==> src/hdl/ring_route_traffic_accumulate_macros.svh <==
// Assertion macros for the ring route traffic accumulator.
// Used by the top level; expects signals clk and rst in scope.
`ifndef RING_ROUTE_TRAFFIC_ACCUMULATE_MACROS_SVH
`define RING_ROUTE_TRAFFIC_ACCUMULATE_MACROS_SVH
`ifndef ASSERT_OFF
`define RRA_ASSERT(label, prop) \
  label: assert property (@(posedge clk) disable iff (rst) (prop)) \
    else $error("rra check failed");
`define RRA_ASSERT_NEXT(label, pre, post) \
  label: assert property (@(posedge clk) disable iff (rst) (pre) |=> (post)) \
    else $error("rra check failed");
`else
`define RRA_ASSERT(label, prop)
`define RRA_ASSERT_NEXT(label, pre, post)
`endif
`endif

==> src/hdl/rra_pkg.sv <==
`timescale 1ns / 1ps
// Shared types, widths and codes of the ring route traffic accumulator.
// No dependencies; the queue, front, back and top level files use it.
package rra_pkg;

  // Field widths
  localparam int CFG_W      = 5;
  localparam int NODE_W     = 5;
  localparam int IN_NODE_W  = 4;
  localparam int RATE_W     = 16;
  localparam int SUB_W      = 2;
  localparam int PORT_W     = 3;
  localparam int DIR_W      = 2;
  localparam int HOP_W      = 4;
  localparam int OUT_ACC_W  = 32;
  localparam int IN_TDATA_W  = 40;
  localparam int OUT_TDATA_W = 40;

  // Defaults of the top level parameters
  localparam int DEF_MAX_NODES   = 16;
  localparam int DEF_NUM_SUBNETS = 3;
  localparam int DEF_ACC_WIDTH   = 32;

  // Table geometry and ring size limits
  localparam int IN_PORTS      = 5;
  localparam int OUT_DIRS      = 3;
  localparam int MIN_NODES     = 2;
  localparam int RESET_NODES   = 16;
  localparam int QUEUE_DEPTH   = 2;

  // Operation codes
  localparam logic FUNC_MARK = 1'b0;
  localparam logic FUNC_READ = 1'b1;

  // Input port codes
  localparam logic [PORT_W-1:0] PORT_INJ  = 3'd0;
  localparam logic [PORT_W-1:0] PORT_CW0  = 3'd1;
  localparam logic [PORT_W-1:0] PORT_CW1  = 3'd2;
  localparam logic [PORT_W-1:0] PORT_CCW0 = 3'd3;
  localparam logic [PORT_W-1:0] PORT_CCW1 = 3'd4;

  // Output direction codes
  localparam logic [DIR_W-1:0] DIR_EJECT = 2'd0;
  localparam logic [DIR_W-1:0] DIR_CW    = 2'd1;
  localparam logic [DIR_W-1:0] DIR_CCW   = 2'd2;

  typedef enum logic [1:0] {
    CMD_NOP,
    CMD_MARK,
    CMD_READ
  } cmd_kind_t;

  typedef enum logic [1:0] {
    B_CLEAR,
    B_IDLE,
    B_WALK,
    B_DRAIN
  } back_state_t;

  // One input word, unpacked
  typedef struct packed {
    logic                 func;
    logic [IN_NODE_W-1:0] src;
    logic [IN_NODE_W-1:0] dst;
    logic [RATE_W-1:0]    rate;
    logic [SUB_W-1:0]     subnet;
    logic [IN_NODE_W-1:0] rd_router;
    logic [PORT_W-1:0]    rd_port;
    logic [DIR_W-1:0]     rd_dir;
  } item_t;

  // Classified command; src carries the router for a read
  typedef struct packed {
    cmd_kind_t         kind;
    logic [SUB_W-1:0]  sub;
    logic [NODE_W-1:0] src;
    logic [NODE_W-1:0] dst;
    logic [RATE_W-1:0] rate;
    logic              cw;
    logic [PORT_W-1:0] rd_port;
    logic [DIR_W-1:0]  rd_dir;
  } cmd_t;

  // One result word
  typedef struct packed {
    logic [OUT_ACC_W-1:0] acc;
    logic [HOP_W-1:0]     hops;
    logic                 sat;
  } res_t;

endpackage

==> src/hdl/rra_fifo.sv <==
`timescale 1ns / 1ps
// Short command queue between the front and back parts.
// Depends on rra_pkg for the command type and queue depth.
module rra_fifo (
  input  logic          clk,
  input  logic          rst,
  input  logic          wr_valid,
  output logic          wr_ready,
  input  rra_pkg::cmd_t wr_cmd,
  output logic          rd_valid,
  input  logic          rd_ready,
  output rra_pkg::cmd_t rd_cmd
);

  localparam int PTR_W = (rra_pkg::QUEUE_DEPTH > 1) ? $clog2(rra_pkg::QUEUE_DEPTH) : 1;
  localparam int CNT_W = $clog2(rra_pkg::QUEUE_DEPTH + 1);

  rra_pkg::cmd_t    slots [rra_pkg::QUEUE_DEPTH];
  logic [PTR_W-1:0] wr_ptr;
  logic [PTR_W-1:0] rd_ptr;
  logic [CNT_W-1:0] count;
  logic             push;
  logic             pop;

  assign wr_ready = (count != CNT_W'(rra_pkg::QUEUE_DEPTH));
  assign rd_valid = (count != '0);
  assign push     = wr_valid && wr_ready;
  assign pop      = rd_valid && rd_ready;
  assign rd_cmd   = slots[rd_ptr];

  // Store entries
  always_ff @(posedge clk) begin
    if (push) begin
      slots[wr_ptr] <= wr_cmd;
    end
  end

  // Advance pointers and occupancy
  always_ff @(posedge clk) begin
    if (rst) begin
      wr_ptr <= '0;
      rd_ptr <= '0;
      count  <= '0;
    end else begin
      if (push) begin
        wr_ptr <= (wr_ptr == PTR_W'(rra_pkg::QUEUE_DEPTH - 1)) ? '0 : wr_ptr + PTR_W'(1);
      end
      if (pop) begin
        rd_ptr <= (rd_ptr == PTR_W'(rra_pkg::QUEUE_DEPTH - 1)) ? '0 : rd_ptr + PTR_W'(1);
      end
      if (push && !pop) begin
        count <= count + CNT_W'(1);
      end else if (pop && !push) begin
        count <= count - CNT_W'(1);
      end
    end
  end

endmodule

==> config.mk <==
export PLATFORM = sky130hd
export DESIGN_NAME = rra_fifo
export DESIGN_NICKNAME = d
export VERILOG_FILES = /design/src/hdl/ring_route_traffic_accumulate_macros.svh /design/src/hdl/rra_pkg.sv /design/src/hdl/rra_fifo.sv
export SDC_FILE = /design/constraint.sdc
export NUM_CORES = 1
export LEC_CHECK = 0
export BUFFER_PORTS_ARGS = -buffer_cell sky130_fd_sc_hd__buf_2
export CAP_MARGIN = 15
export CORE_ASPECT_RATIO = 0.6
export CORE_MARGIN = 5
export CORE_UTILIZATION = 55
export DETAILED_ROUTE_END_ITERATION = 8
export PLACE_DENSITY_LB_ADDON = 0.3
export SKIP_CTS_REPAIR_TIMING = 1
export SLEW_MARGIN = 0
export SYNTH_ARGS = -nofsm -noshare
export SYNTH_HDL_FRONTEND = slang
export SYNTH_SLANG_ARGS = --single-unit
==> constraint.sdc <==
create_clock -name clk -period 5.45 [get_ports clk]
set_input_delay 0.545 -clock clk [delete_from_list [all_inputs] [get_ports clk]]
set_output_delay 0.545 -clock clk [all_outputs]
set_load 0.02 [all_outputs]
; Word level (Yosys, flattened, before mapping)
; Memories as Yosys holds them, arrays and structs flattened. A register that Yosys moved wholly into a read port is not among the register bits.
; Cells that the tools add are included.
[word_totals]
reg_bits = 4
ram_bits = 72
in_bits = 40
output_inout_bits = 38
memories = 1
[classes]
add_sub_neg = 4
eq_ne = 1
n_mux = 8
reduce_logical = 8
[memory_table]
columns = memory, words, width, read_ports, rd_ports_with_merged_regs, wr, line
row1 = slots, 2, 36, 1, 1, 1, rra_fifo.sv:18  ; rra_pkg::cmd_t slots [rra_pkg::QUEUE_DEPTH];
[ops]
columns = operator, count
row1 = $mux 1, 6
row2 = $logic_and 1x1->1, 4
row3 = $mux 2, 2
row4 = $reduce_bool 2->1, 2
row5 = $add 1x1->1 const B, 2
row6 = $add 2x1->2 const B, 1
row7 = $logic_not 1->1, 2
row8 = $ne 2x2->1 const B, 1
row9 = $sub 2x1->2 const B, 1

; Logic depth before layout (Yosys ltp)
[depth]
depth_word = 6
ltp_mapped = 6
mapped_depth_nobuf = 6

; Worst setup path before layout
; Ideal clock, no wire load.
[synth_timing]
path_type = reg-to-reg
startpoint = reg count[0]
endpoint = mem slots[1][0] (netlist name), enable pin
arrival_ns = 1.651
setup_slack_ns = 3.402
stages_incl_launch_ff = 3
period_less_slack_ns = 2.048
cell_sequence = dfxtp_1 > nand2b_1 > and3_1
[synth_via]
elab_chain_cells = 4
[synth_lines]
columns = item, line
row1 = start: declaration, rra_fifo.sv:21  ; logic [CNT_W-1:0] count;
row2 = start signal: assignment, rra_fifo.sv:52  ; count <= count + CNT_W'(1);
row3 = start signal: assignment, rra_fifo.sv:54  ; count <= count - CNT_W'(1);
row4 = $ne 2x2->1, rra_fifo.sv:25  ; assign wr_ready = (count != CNT_W'(rra_pkg::QUEUE_DEPTH));
row5 = named net wr_ready, rra_fifo.sv:8  ; output logic wr_ready,
row6 = $logic_and 1x1->1, rra_fifo.sv:27  ; assign push = wr_valid && wr_ready;
row7 = $mux 1, rra_fifo.sv:33  ; if (push) begin
row8 = $mux 1 (not written as such), rra_fifo.sv:34  ; slots[wr_ptr] <= wr_cmd;
row9 = end: declaration, rra_fifo.sv:18
; The timed path passes the listed nets, and every way through them passes these cells.

==> impl_summary.txt <==
----------------------------------------------------
[Setup path]
  Critical-path maximum fanout ... 19
  Crit Path Class ... register to output port
  Capturing element of the worst setup path ... rd_cmd[20]
  Slack of the worst reg-to-reg path ... 3660 ps
  Type of origin of the critical path ... register
  Worst flop-to-flop path endpoint ... slots[1][0]
  Arrival time at the worst endpoint ... between 2000 and 2500 ps
  Kind of end point of the critical path ... output port
  Startpoint of the worst-slack reg-to-reg timing path ... count[0]
  Data required time at the worst endpoint ... just under 5000 ps
  Cells on worst reg2reg path ... 2

[Outcome]
  Run status ... finished clean

[GRT]
  Global Route Usage Sum ... between 10% and 20%
  Initial antenna violation count ... 0
  Global-route wire length before repair ... 8073 um
  Total congestion overflow after global routing ... 0
  Number of global-route vias before repair ... between 1500 and 2000
  Pin count of the biggest net entering global routing ... 37

[Logic synthesis]
  Synthesized-area fraction occupied by xor and xnor cells ... 0.9325%
  Post-synthesis mux area share ... 14.39%
  Synth top area share ... between 70% and 80%
  Post-synthesis adder-cell area fraction ... 0.4440%
  Area of the mapped netlist ... 0.002818 mm2
  Number of distinct library cells after synthesis ... 18
  Largest family of logic cells by synthesized area ... multiplexers
  Register area share after synthesis ... 80.28%
  Complex-gate fraction of the synthesized area ... 1.066%
  Yosys Warn Count ... 0
  Post-synth top area cell ... edfxtp_1
  Net Count, Synth ... 177
  Synthesized-area fraction occupied by and/or/nand/nor cells ... 1.776%
  Post-synthesis cell count ... roughly 140
  Number of register bits inferred by synthesis ... 77
  Main area contributors after synthesis ... edfxtp_1, mux2_2, dfxtp_1, xor2_1, buf_4
  Average instance area after synthesis ... between 20 and 25 um2

[Cells and area]
  Total number of nets in the final design ... 263
  Final-layout fill cell count ... 331
  Final antenna diode count ... 0
  Layout Area Growth over Synthesis ... 24.20%
  Leading cell type in the layout, fill and taps excluded ... buf_2
  Post-route core utilization ... 69.93%
  Leading cell types in the layout, fill and taps excluded ... buf_2, edfxtp_1, mux2_2, clkbuf_8, dfxtp_1
  Fraction of layout instances using a drive strength above 1 ... roughly three fifths

[Die]
  Std-Cell Core Area ... 0.005005 mm2
  Width of the die ... between 100 and 150 um
  Die span in y ... 65.44 um
  Number of placement rows ... 20
  Die area ... approximately 0.0067 mm2
  I/O pin count ... 78
  Initial cell density of the core ... 56.30%

[Timing]
  Max transition margin ... 44.79%
  Minimum setup slack in the final design ... about 2800 ps
  Worst clock skew on the final layout ... 16.23 ps
  Final-report setup violation count ... 0
  Actual transition at the worst max-transition pin ... 828.1 ps
  Final worst-path cycle share ... 48.39%
  Hold Fails Final Rpt ... 0
  Number of slew-limit violations in the final report ... 0
  Setup repair after global routing missed its margin ... false
  Maximum clock rate ... 0.3792 GHz
  Min Tclk post-route ... 2637 ps
  Total Neg Setup Slack ... 0 ps

[Power and ir drop]
  Leak Pwr ... about 1.3 nW
  Flop pwr share ... 45.9%
  Power Internal ... about 1.2 mW
  Combinational fraction of design power ... a little over a quarter
  Final Power ... around 1.7 mW
  Clk network pwr share ... ~28%
  Peak ir drop on the vdd network ... 0.0002738 V
  Power density over the cells ... 486.5 mW/mm2
  Net switching power of the design ... 493.4 uW
  Switching power as a share of total power ... 28.98%

[Hold path]
  Worst Hold Class ... input port to register
  Number of cells on the worst hold path ... 1

[Routing]
  Initial DRC Count ... 66
  Number of vias in the routed layout ... around 1500
  Mean routed wirelength per cell ... roughly 17 um
  Remaining design rule violation count ... 0
  Via-to-Cell Ratio ... 5.000
  Total wirelength of the detailed-routed design ... 5052 um
  Number of routed nets with antenna violations ... 0
  Number of iterations in the first detailed-routing pass ... 5

[Place]
  Pre-CTS setup slack ... 3140 ps
  Placer Congestion ... 0.7519
  Count of input and output buffers ... between 70 and 80
  Half-perimeter wire length after placement ... ~3500 um

[Flow run]
  Count of max-cap constraint violations ... 0

[CTS]
  Library cell used as clock root buffer ... clkbuf_8
  TritonCTS Sinks ... 77
  CTS clock-pin slew for the worst setup and hold paths ... 70 ps
  Clock latency on the worst-skew pair ... 340 ps
  TritonCTS clock tree ... built
  H-Tree Depth ... 3
  Number of buffers between clock root and the deepest sink ... 2
  Total clock buffers created by CTS ... 9

----------------------------------------------------
[logic make-up after synthesis]
logic type / Yosys count
flip-flops: 77
XOR/XNOR: 3
AO/OA/AOI/OAI: 5
buffers and inverters: 5
multiplexers: 36
adder cells (fa/ha/maj): 1
AND/OR/NAND/NOR: 9
[layout make-up]
class / instances / area (um2) / share of cell area, %
clock inverters: 4 / 70.07 / 2.002
clock buffers: 12 / 155.1 / 4.433
well taps: 66 / 82.58 / 2.360
inverters: 1 / 3.754 / 0.1073
repair buffers: 79 / 400.4 / 11.44
multi-input cells: 54 / 525.5 / 15.02
flip-flops and latches: 77 / 2262 / 64.64
[routing by layer]
metal	up-vias	routed length (um)	share of wire (%)	GRT usage [%]
met1	706	2124	42	19.71
li1	697	-	-	-
met3	7	408	8.1	8.165
met4	0	55	1.1	4.419
met2	55	2464	49	27.35
met5	-	0	0	0
[synth_stat cells, drive strengths merged]
| cell | number |
|---|---|
| buf | 4 |
| a21oi | 2 |
| a21bo | 1 |
| nand2b | 1 |
| nor2 | 3 |
| dfxtp | 5 |
| or3 | 1 |
| inv | 1 |
| ha | 1 |
| xor2 | 3 |
| and3 | 1 |
| or2 | 1 |
| and2 | 1 |
| mux2 | 36 |
| nand3b | 1 |
| edfxtp | 72 |
| o21ai | 2 |
[worst min-delay path by stage]
stage                     slack, ps            to  startpoint
final                           400  slots[1][33]  wr_cmd[33]
after global routing            370  slots[1][21]  wr_cmd[21]
after CTS                       380  slots[1][33]  wr_cmd[33]
after detailed placement        490        rd_ptr      rd_ptr
after global placement          490      count[1]    count[1]
after floorplan                 470      count[1]    count[1]
[critical path: stages (launching register included)]
cell and delay [ps]:
dfxtp_1 820, buf_4 400, mux2_2 380, buf_2 160
[stage by stage]
| step | instances | hold slack (ps) | cell area (um2) |
|---|---|---|---|
| after CTS | 293 | 381.8 | 3500 |
| after floorplan | 136 | 470.5 | 2818 |
| after detailed placement | 277 | 491.5 | 3274 |
| after global routing | 293 | 368.0 | 3500 |
| after global placement | 277 | 487.8 | 3274 |
| final | 293 | 395.7 | 3500 |
[power by group through the flow]
stage	clock network (mW)	registers, mW	logic (mW)
floorplan	0	0.770	0.336
global placement	0	0.788	0.444
detailed placement	0	0.795	0.457
CTS	0.474	0.783	0.459
global route	0.508	0.792	0.488
finish	0.468	0.781	0.454
[state kept, by name, indices dropped and copies added (netlist names), named ones only]
| name | cells |
|---|---|
| slots | 72 |
| count | 2 |
| rd_ptr | 1 |
| wr_ptr | 1 |
Power figures use the tool's default switching activity.
