File: src/hdl/ring_route_traffic_accumulate_macros.svh
// Assertion macros for the ring route traffic accumulator.
// Used by the top level; expects signals clk and rst in scope.
`ifndef RING_ROUTE_TRAFFIC_ACCUMULATE_MACROS_SVH
`define RING_ROUTE_TRAFFIC_ACCUMULATE_MACROS_SVH
`ifndef ASSERT_OFF
`define RRA_ASSERT(label, prop) \
  label: assert property (@(posedge clk) disable iff (rst) (prop)) \
    else $error("rra check failed");
`define RRA_ASSERT_NEXT(label, pre, post) \
  label: assert property (@(posedge clk) disable iff (rst) (pre) |=> (post)) \
    else $error("rra check failed");
`else
`define RRA_ASSERT(label, prop)
`define RRA_ASSERT_NEXT(label, pre, post)
`endif
`endif

File: src/hdl/rra_pkg.sv
`timescale 1ns / 1ps
// Shared types, widths and codes of the ring route traffic accumulator.
// No dependencies; the queue, front, back and top level files use it.
package rra_pkg;

  // Field widths
  localparam int CFG_W      = 5;
  localparam int NODE_W     = 5;
  localparam int IN_NODE_W  = 4;
  localparam int RATE_W     = 16;
  localparam int SUB_W      = 2;
  localparam int PORT_W     = 3;
  localparam int DIR_W      = 2;
  localparam int HOP_W      = 4;
  localparam int OUT_ACC_W  = 32;
  localparam int IN_TDATA_W  = 40;
  localparam int OUT_TDATA_W = 40;

  // Defaults of the top level parameters
  localparam int DEF_MAX_NODES   = 16;
  localparam int DEF_NUM_SUBNETS = 3;
  localparam int DEF_ACC_WIDTH   = 32;

  // Table geometry and ring size limits
  localparam int IN_PORTS      = 5;
  localparam int OUT_DIRS      = 3;
  localparam int MIN_NODES     = 2;
  localparam int RESET_NODES   = 16;
  localparam int QUEUE_DEPTH   = 2;

  // Operation codes
  localparam logic FUNC_MARK = 1'b0;
  localparam logic FUNC_READ = 1'b1;

  // Input port codes
  localparam logic [PORT_W-1:0] PORT_INJ  = 3'd0;
  localparam logic [PORT_W-1:0] PORT_CW0  = 3'd1;
  localparam logic [PORT_W-1:0] PORT_CW1  = 3'd2;
  localparam logic [PORT_W-1:0] PORT_CCW0 = 3'd3;
  localparam logic [PORT_W-1:0] PORT_CCW1 = 3'd4;

  // Output direction codes
  localparam logic [DIR_W-1:0] DIR_EJECT = 2'd0;
  localparam logic [DIR_W-1:0] DIR_CW    = 2'd1;
  localparam logic [DIR_W-1:0] DIR_CCW   = 2'd2;

  typedef enum logic [1:0] {
    CMD_NOP,
    CMD_MARK,
    CMD_READ
  } cmd_kind_t;

  typedef enum logic [1:0] {
    B_CLEAR,
    B_IDLE,
    B_WALK,
    B_DRAIN
  } back_state_t;

  // One input word, unpacked
  typedef struct packed {
    logic                 func;
    logic [IN_NODE_W-1:0] src;
    logic [IN_NODE_W-1:0] dst;
    logic [RATE_W-1:0]    rate;
    logic [SUB_W-1:0]     subnet;
    logic [IN_NODE_W-1:0] rd_router;
    logic [PORT_W-1:0]    rd_port;
    logic [DIR_W-1:0]     rd_dir;
  } item_t;

  // Classified command; src carries the router for a read
  typedef struct packed {
    cmd_kind_t         kind;
    logic [SUB_W-1:0]  sub;
    logic [NODE_W-1:0] src;
    logic [NODE_W-1:0] dst;
    logic [RATE_W-1:0] rate;
    logic              cw;
    logic [PORT_W-1:0] rd_port;
    logic [DIR_W-1:0]  rd_dir;
  } cmd_t;

  // One result word
  typedef struct packed {
    logic [OUT_ACC_W-1:0] acc;
    logic [HOP_W-1:0]     hops;
    logic                 sat;
  } res_t;

endpackage

File: src/hdl/rra_front.sv
`timescale 1ns / 1ps
// Front part: accepts input words, checks indexes and picks the ring direction.
// Depends on rra_pkg; feeds classified commands to the queue.
module rra_front #(
  parameter int NUM_SUBNETS = rra_pkg::DEF_NUM_SUBNETS
) (
  input  logic                       clk,
  input  logic                       rst,
  input  logic                       in_valid,
  output logic                       in_ready,
  input  rra_pkg::item_t             in_item,
  input  logic                       accept_en,
  input  logic [rra_pkg::CFG_W-1:0]  ring_nodes,
  output logic                       cmd_valid,
  input  logic                       cmd_ready,
  output rra_pkg::cmd_t              cmd
);

  logic [rra_pkg::NODE_W-1:0] src_x;
  logic [rra_pkg::NODE_W-1:0] dst_x;
  logic [rra_pkg::NODE_W-1:0] rr_x;
  logic [rra_pkg::NODE_W:0]   fwd_wrap;
  logic [rra_pkg::NODE_W-1:0] fwd;
  logic                       cw;
  logic                       sub_ok;
  logic                       mark_ok;
  logic                       read_ok;
  rra_pkg::cmd_t              new_cmd;
  logic                       f_valid;
  rra_pkg::cmd_t              f_cmd;

  assign src_x = rra_pkg::NODE_W'(in_item.src);
  assign dst_x = rra_pkg::NODE_W'(in_item.dst);
  assign rr_x  = rra_pkg::NODE_W'(in_item.rd_router);

  // Forward distance modulo the ring size, one compare and add
  assign fwd_wrap = {1'b0, dst_x} + {1'b0, ring_nodes} - {1'b0, src_x};
  assign fwd      = (dst_x >= src_x) ? (dst_x - src_x) : fwd_wrap[rra_pkg::NODE_W-1:0];
  assign cw       = ({fwd, 1'b0} <= {1'b0, ring_nodes});

  // Index checks
  assign sub_ok  = (32'(in_item.subnet) < 32'(NUM_SUBNETS));
  assign mark_ok = sub_ok && (src_x < ring_nodes) && (dst_x < ring_nodes);
  assign read_ok = sub_ok && (rr_x < ring_nodes)
                   && (in_item.rd_port < rra_pkg::PORT_W'(rra_pkg::IN_PORTS))
                   && (in_item.rd_dir < rra_pkg::DIR_W'(rra_pkg::OUT_DIRS));

  // Build the command
  always_comb begin
    new_cmd         = '0;
    new_cmd.sub     = in_item.subnet;
    new_cmd.dst     = dst_x;
    new_cmd.rate    = in_item.rate;
    new_cmd.cw      = cw;
    new_cmd.rd_port = in_item.rd_port;
    new_cmd.rd_dir  = in_item.rd_dir;
    if (in_item.func == rra_pkg::FUNC_READ) begin
      new_cmd.kind = read_ok ? rra_pkg::CMD_READ : rra_pkg::CMD_NOP;
      new_cmd.src  = rr_x;
    end else begin
      new_cmd.kind = mark_ok ? rra_pkg::CMD_MARK : rra_pkg::CMD_NOP;
      new_cmd.src  = src_x;
    end
  end

  assign in_ready  = accept_en && (!f_valid || cmd_ready);
  assign cmd_valid = f_valid;
  assign cmd       = f_cmd;

  // Hold the classified word until the queue takes it
  always_ff @(posedge clk) begin
    if (rst) begin
      f_valid <= 1'b0;
    end else if (in_valid && in_ready) begin
      f_valid <= 1'b1;
    end else if (cmd_ready) begin
      f_valid <= 1'b0;
    end
  end

  always_ff @(posedge clk) begin
    if (in_valid && in_ready) begin
      f_cmd <= new_cmd;
    end
  end

endmodule

File: config.mk
export PLATFORM = sky130hd
export DESIGN_NAME = rra_front
export DESIGN_NICKNAME = d
export VERILOG_FILES = /design/src/hdl/ring_route_traffic_accumulate_macros.svh /design/src/hdl/rra_pkg.sv /design/src/hdl/rra_front.sv
export SDC_FILE = /design/constraint.sdc
export NUM_CORES = 1
export LEC_CHECK = 0
export ABC_CLOCK_PERIOD_IN_PS = 2500
export CAP_MARGIN = 20
export CORE_MARGIN = 4
export CORE_UTILIZATION = 58
export CTS_BUF_LIST = sky130_fd_sc_hd__clkbuf_4 sky130_fd_sc_hd__clkbuf_8
export CTS_CLUSTER_SIZE = 16
export DETAILED_ROUTE_END_ITERATION = 8
export DONT_BUFFER_PORTS = 1
export PLACE_DENSITY = 0.76
export SLEW_MARGIN = 20
export SYNTH_ARGS = -nofsm -noshare
export SYNTH_HDL_FRONTEND = slang
export SYNTH_SLANG_ARGS = --single-unit
File: constraint.sdc
create_clock -name clk -period 2.5 [get_ports clk]
set_input_delay 0.125 -clock clk [delete_from_list [all_inputs] [get_ports clk]]
set_output_delay 0.125 -clock clk [all_outputs]
set_load 0.05 [all_outputs]
==> After elaboration in Yosys (flattened, before gate mapping) <==
Index checks and enable logic that the tools add are counted.
{ "word_totals": {"in_bits": 46, "ff_bits": 36, "word_cells": 37, "out_inout_bits": 38} }
{ "op_classes": {"magnitude_cmp": 8, "n_reduce_logical": 10, "muxes": 7, "addsub": 3} }
{ "op_table": {"columns": ["operator", "count"], "rows": [
  ["4-bit by 5-bit less-than comparator with 1-bit output", 3],
  ["1-bit logical AND", 7],
  ["6-bit by 5-bit <= comparator with 1-bit output", 1],
  ["4-bit by 5-bit adder with 5-bit output", 1],
  ["5-bit two-way mux", 1],
  ["4-bit by 4-bit subtractor with 5-bit output", 1],
  ["5-bit by 4-bit subtractor with 5-bit output", 1],
  ["4-bit greater-or-equal comparator", 1],
  ["2-bit less-than comparator, second input constant", 2],
  ["2-bit two-way mux", 2],
  ["4-bit two-way mux", 1],
  ["3-bit less-than comparator, second input constant", 1],
  ["1-bit two-way mux", 3],
  ["2-bit nonzero test", 1],
  ["1-bit logical NOT", 1],
  ["1-bit logical OR", 1]
]} }

==> Depth between registers and ports, before layout <==
{ "logic_depth": {"word_depth": 6, "mapped_depth": 14, "depth_no_buf": 14} }

==> Worst setup path after synthesis <==
Ideal clock, no wire load.
{ "synth_timing": {"kind": "in2reg", "from": "input in_item[28] (netlist name)", "to": "register f_cmd, in the netlist cmd[5], data pin", "setup_time_ns": 0.167, "path_slack_ns": -0.168, "cell_stages": 13, "required_ns": 2.333, "n_path_buf": 0, "arrival_ns": 2.500, "cell_sequence": "inv_1 fa_1 inv_1 ha_1 a21o_1 a21oi_1 xor2_1 a211oi_1 ha_1 and3_1 nand2_1 nand3_1 a221oi_2"} }
{ "synth_via": {"elab_chain_cells": 4, "word_cells_on_any_way": 6, "classes_between": "add/sub: 3; order compare: 2; mux: 1"} }
{ "synth_lines": {"columns": ["item", "line", "source"], "rows": [
  ["start: declaration", "rra_front.sv:11", "input rra_pkg::item_t in_item,"],
  ["4-bit by 5-bit adder with 5-bit output", "rra_front.sv:37", "assign fwd_wrap = {1'b0, dst_x} + {1'b0, ring_nodes} - {1'b0, src_x};"],
  ["5-bit by 4-bit subtractor with 5-bit output", "rra_front.sv:37", null],
  ["5-bit two-way mux *", "rra_front.sv:38", "assign fwd = (dst_x >= src_x) ? (dst_x - src_x) : fwd_wrap[rra_pkg::NODE_W-1:0];"],
  ["6-bit by 5-bit <= comparator with 1-bit output *", "rra_front.sv:39", "assign cw = ({fwd, 1'b0} <= {1'b0, ring_nodes});"],
  ["net cw", "rra_front.sv:24", "logic cw;"],
  ["end signal: assignment", "rra_front.sv:83", "f_cmd <= new_cmd;"],
  ["end: declaration", "rra_front.sv:30", "rra_pkg::cmd_t f_cmd;"]
]} }
The timed path passes the listed nets; every way through them passes the cells marked *.
A chain may end at the register's enable or synchronous reset.

==> Worst setup path after layout <==
{ "layout_timing": {"from": "input ring_nodes[1] (netlist name)", "to": "register f_cmd, in the netlist cmd[5], data pin"} }
{ "layout_via": {"elab_chain_cells": 4} }
{ "layout_lines": {"columns": ["item", "line", "source"], "rows": [
  ["start: declaration", "rra_front.sv:13", "input logic [rra_pkg::CFG_W-1:0] ring_nodes,"],
  ["4-bit by 5-bit adder with 5-bit output", "rra_front.sv:37", null],
  ["5-bit by 4-bit subtractor with 5-bit output", "rra_front.sv:37", null],
  ["5-bit two-way mux", "rra_front.sv:38", null],
  ["6-bit by 5-bit <= comparator with 1-bit output *", "rra_front.sv:39", null],
  ["net cw", "rra_front.sv:24", null]
]} }
Marked as above.

==> flow_summary_export.csv <==
group,metric,value,unit
logic_synthesis,syn_avg_cell_area,12.2,µm²
critical_path,cp_top_family,"adder cells",
critical_path,cp_slowest_cell,"fa_1",
pwr,p_sw_share,33.8,%
logic_synthesis,synth_area_leaders,"edfxtp_1 52%, ha_1 15%, fa_1 5.1%, inv_1 4.8%, o21ai_0 2.8%",
clock_network,cts_buffer_depth,2,
die,boundaryPins,84,
clock_network,hold_buffers,33,
critical_path,crit_top_cell,"fa_1",
logic_synthesis,ys_top_cells_by_count,"34 x edfxtp_1, 25 x inv_1, 23 x ha_1",
logic_synthesis,synth-simple-area-share,7.99,%
global_routing,antenna_found_initial,0,
timing,fin_crit_sh,94.3,%
detailed_routing,wl_per_cell,21.3,µm
detailed_routing,drtIter0Drc,134,
critical_path,required,2.68,ns
timing,max-slew-margin-rel,64.5,%
final_layout,n_antenna_cell,0,
timing,worst_slew_pin_slew,0.531,ns
critical_path,cp.buffers_inverters,2,
timing,slew_violations,0,
detailed_routing,via_count,1510,
timing,finalSetupViolCount,0,
final_layout,final_cell_area,2440,µm²
critical_path,reg2regPathDepth,5,
die,initial_core_util,62.1,%
timing,fmax,424,MHz
pwr,pwr-share-comb,23.8,%
logic_synthesis,synth_xor_xnor_area_share,1.79,%
timing,rsz0062_at_grt,"false",
critical_path,arrival,2.54,ns
final_layout,finalNetCount,279,
pwr,power_frac_seq,55.0,%
logic_synthesis,netlist_area,1960,µm²
clock_network,cts.repair.resized,0,
clock_network,path_clk_slew,0.11,ns
logic_synthesis,synth_top_area_share,52.1,%
critical_path,cp-end-kind,"flip-flop",
outcome,status,"finished clean",
global_routing,grt_pass1_wl,8.21,mm
critical_path,reg2reg_setup_slack,0.41,ns
place,place_hpwl,3.30,mm
final_layout,syn2layout_area_growth,24.7,%
final_layout,final_cells,250,
logic_synthesis,ys_ff_latch,35,
global_routing,grtUsageTotal,25.9,%
global_routing,grt_pass1_vias,1572,
pwr,pwr_density_cell,585,nW/µm²
pwr,leakage,1.02,nW
clock_network,cts_root_buffer,"clkbuf_4",
pwr,power,1.43,mW
place,place_inst,209,
place,place_congestion,0.914,
worst_hold_path,min_path_cells,1,
logic_synthesis,synthCells,160,
logic_synthesis,synth_compound_area_share,11.3,%
logic_synthesis,yosysSeqAreaShare,53.2,%
clock_network,cts_tree,"done",
clock_network,post-cts-setup-buffers,0,
pwr,power.share.clock,21.2,%
pwr,p_sw,483,µW
logic_synthesis,synthAdderAreaFrac,19.8,%
clock_network,clock_sinks,35,
logic_synthesis,yosys.area.top_type,"edfxtp_1",
worst_hold_path,hold_end,"cmd[27]$_DFFE_PP_",
detailed_routing,drc_errors,0,
clock_network,clock_latency,0.34,ns
logic_synthesis,ys.flop_type,"edfxtp_1",
critical_path,cp_max_fo,2,
clock_network,h-tree-depth,2,
worst_hold_path,holdCritStartpoint,"in_item[35]",
logic_synthesis,yosysMostFrequentCell,"edfxtp_1",
detailed_routing,viasPerCell,6.04,
logic_synthesis,synth.area.mux_share,0,%
place,portBuffers,0,
timing,fin_skew,0.00613,ns
logic_synthesis,synth_edf_count,34,
timing,period_needed,2.36,ns
timing,hold_viol,0,
critical_path,r2r-end,"cmd_valid$_SDFFE_PP0P_",
final_layout,fillCellCount,185,
pwr,intPower,945,µW
detailed_routing,finalWirelength,5.33,mm
flow_run,maxCapViolCount,0,
detailed_routing,postRouteAntennaNets,0,
worst_hold_path,hold_path.class,"in2reg",
die,rows,20,
die,die_area,4370,µm²
die,die_w,66.1,µm
logic_synthesis,synth_top_family_by_area,"adder cells",
critical_path,crit_type,"in2reg",
global_routing,grt_max_degree,27,
logic_synthesis,async_reset_ff_share,0,%
place,placed_cell_area,2060,µm²
global_routing,gr-total-overflow,0,
critical_path,cp-start-kind,"input pin",
die,die_y,66.1,µm
critical_path,r2r-start,"cmd_valid$_SDFFE_PP0P_",
critical_path,cpPeakStageDelay,0.45,ns
logic_synthesis,synth_cell_types,33,
critical_path,path_cells,"clkinvlp_4 -> fa_1 -> buf_4 -> fa_1 -> nand2b_1 -> nand4_1 -> o21ai_0 -> ha_1 -> and3_1 -> nand2_1 -> nand3_1 -> a221oi_2",
final_layout,drive_above_1_share,9.22,%
pwr,peakVddDrop,0.236,mV
die,core_region_area,3150,µm²
detailed_routing,firstDrtPassIters,5,
logic_synthesis,yosys_warnings,0,
clock_network,numCtsBuffers,5,
-- registers in the layout, indices dropped and copies added, names as in the netlist --
| name | flops |
|---|---|
| cmd_valid | 1 |
| cmd | 34 |
-- placed cells by master (no fill, tap or decap), types with 2 or more instances in the layout --
cell,instances
edfxtp_1,34
dlygate4sd3_1,33
inv_1,24
ha_1,23
o21ai_0,11
nand2_1,10
a21oi_1,9
buf_4,7
nor2_1,6
nand3_1,5
fa_1,5
clkbuf_4,5
nand2b_1,4
xnor2_1,3
clkinvlp_4,2
a21o_1,2
conb_1,2
clkinv_1,2
-- per-stage QoR --
stage               setup TNS, ns  setup slack [ns]  util [%]  hold slack [ns]
floorplan                 -0.0712           -0.0712         -            0.194
global placement          -0.0557           -0.0557      65.3            0.195
detailed placement         -0.203            -0.203      65.3            0.199
CTS                             0             0.146      77.4          0.00302
global route                    0            0.0645      77.4           0.0112
finish                          0             0.143      77.4           0.0105
-- how the worst max path moves through the flow --
stage / startpoint / to / cells after the start
3_3_place_gp: ring_nodes[1] / cmd[5]$_DFFE_PP_ / 13
4_1_cts: ring_nodes[1] / cmd[5]$_DFFE_PP_ / 12
6_report: ring_nodes[1] / cmd[5]$_DFFE_PP_ / 12
5_1_grt: ring_nodes[1] / cmd[5]$_DFFE_PP_ / 13
3_5_place_dp: ring_nodes[1] / cmd[5]$_DFFE_PP_ / 12
2_1_floorplan: ring_nodes[1] / cmd[5]$_DFFE_PP_ / 13
-- routing by layer --
layer,GRT usage (%),wire length (µm),vias to the layer above
met4,10.9,170,0
met1,29.0,1870,734
met3,5.78,460,17
li1,-,-,657
met2,46.8,2820,102
met5,0,0,-
-- final cells by class --
class / count / area [µm²] / area share (%)
Clock buffer: 5 / 37.5 / 1.54
Clock inverter: 3 / 15.0 / 0.615
Inverter: 25 / 97.6 / 4.00
Multi-Input combinational cell: 98 / 812 / 33.3
Sequential cell: 35 / 1040 / 42.6
Tap cell: 44 / 55.1 / 2.26
Timing Repair Buffer: 40 / 383 / 15.7
-- cell families after synthesis --
kind of cell / Yosys count
AO/OA/AOI/OAI: 33
XOR/XNOR: 4
adder cells (fa/ha/maj): 28
buffers and inverters: 28
flip-flops: 35
other: 1
AND/OR/NAND/NOR: 31
-- power groups by stage --
stage	registers (mW)	logic, mW	clock network [mW]
after floorplan	0.794	0.217	0
after global placement	0.797	0.260	0
after detailed placement	0.798	0.281	0
after CTS	0.784	0.325	0.291
after global routing	0.788	0.371	0.329
final	0.785	0.340	0.302
No activity file was read; power rests on OpenSTA's default activity.
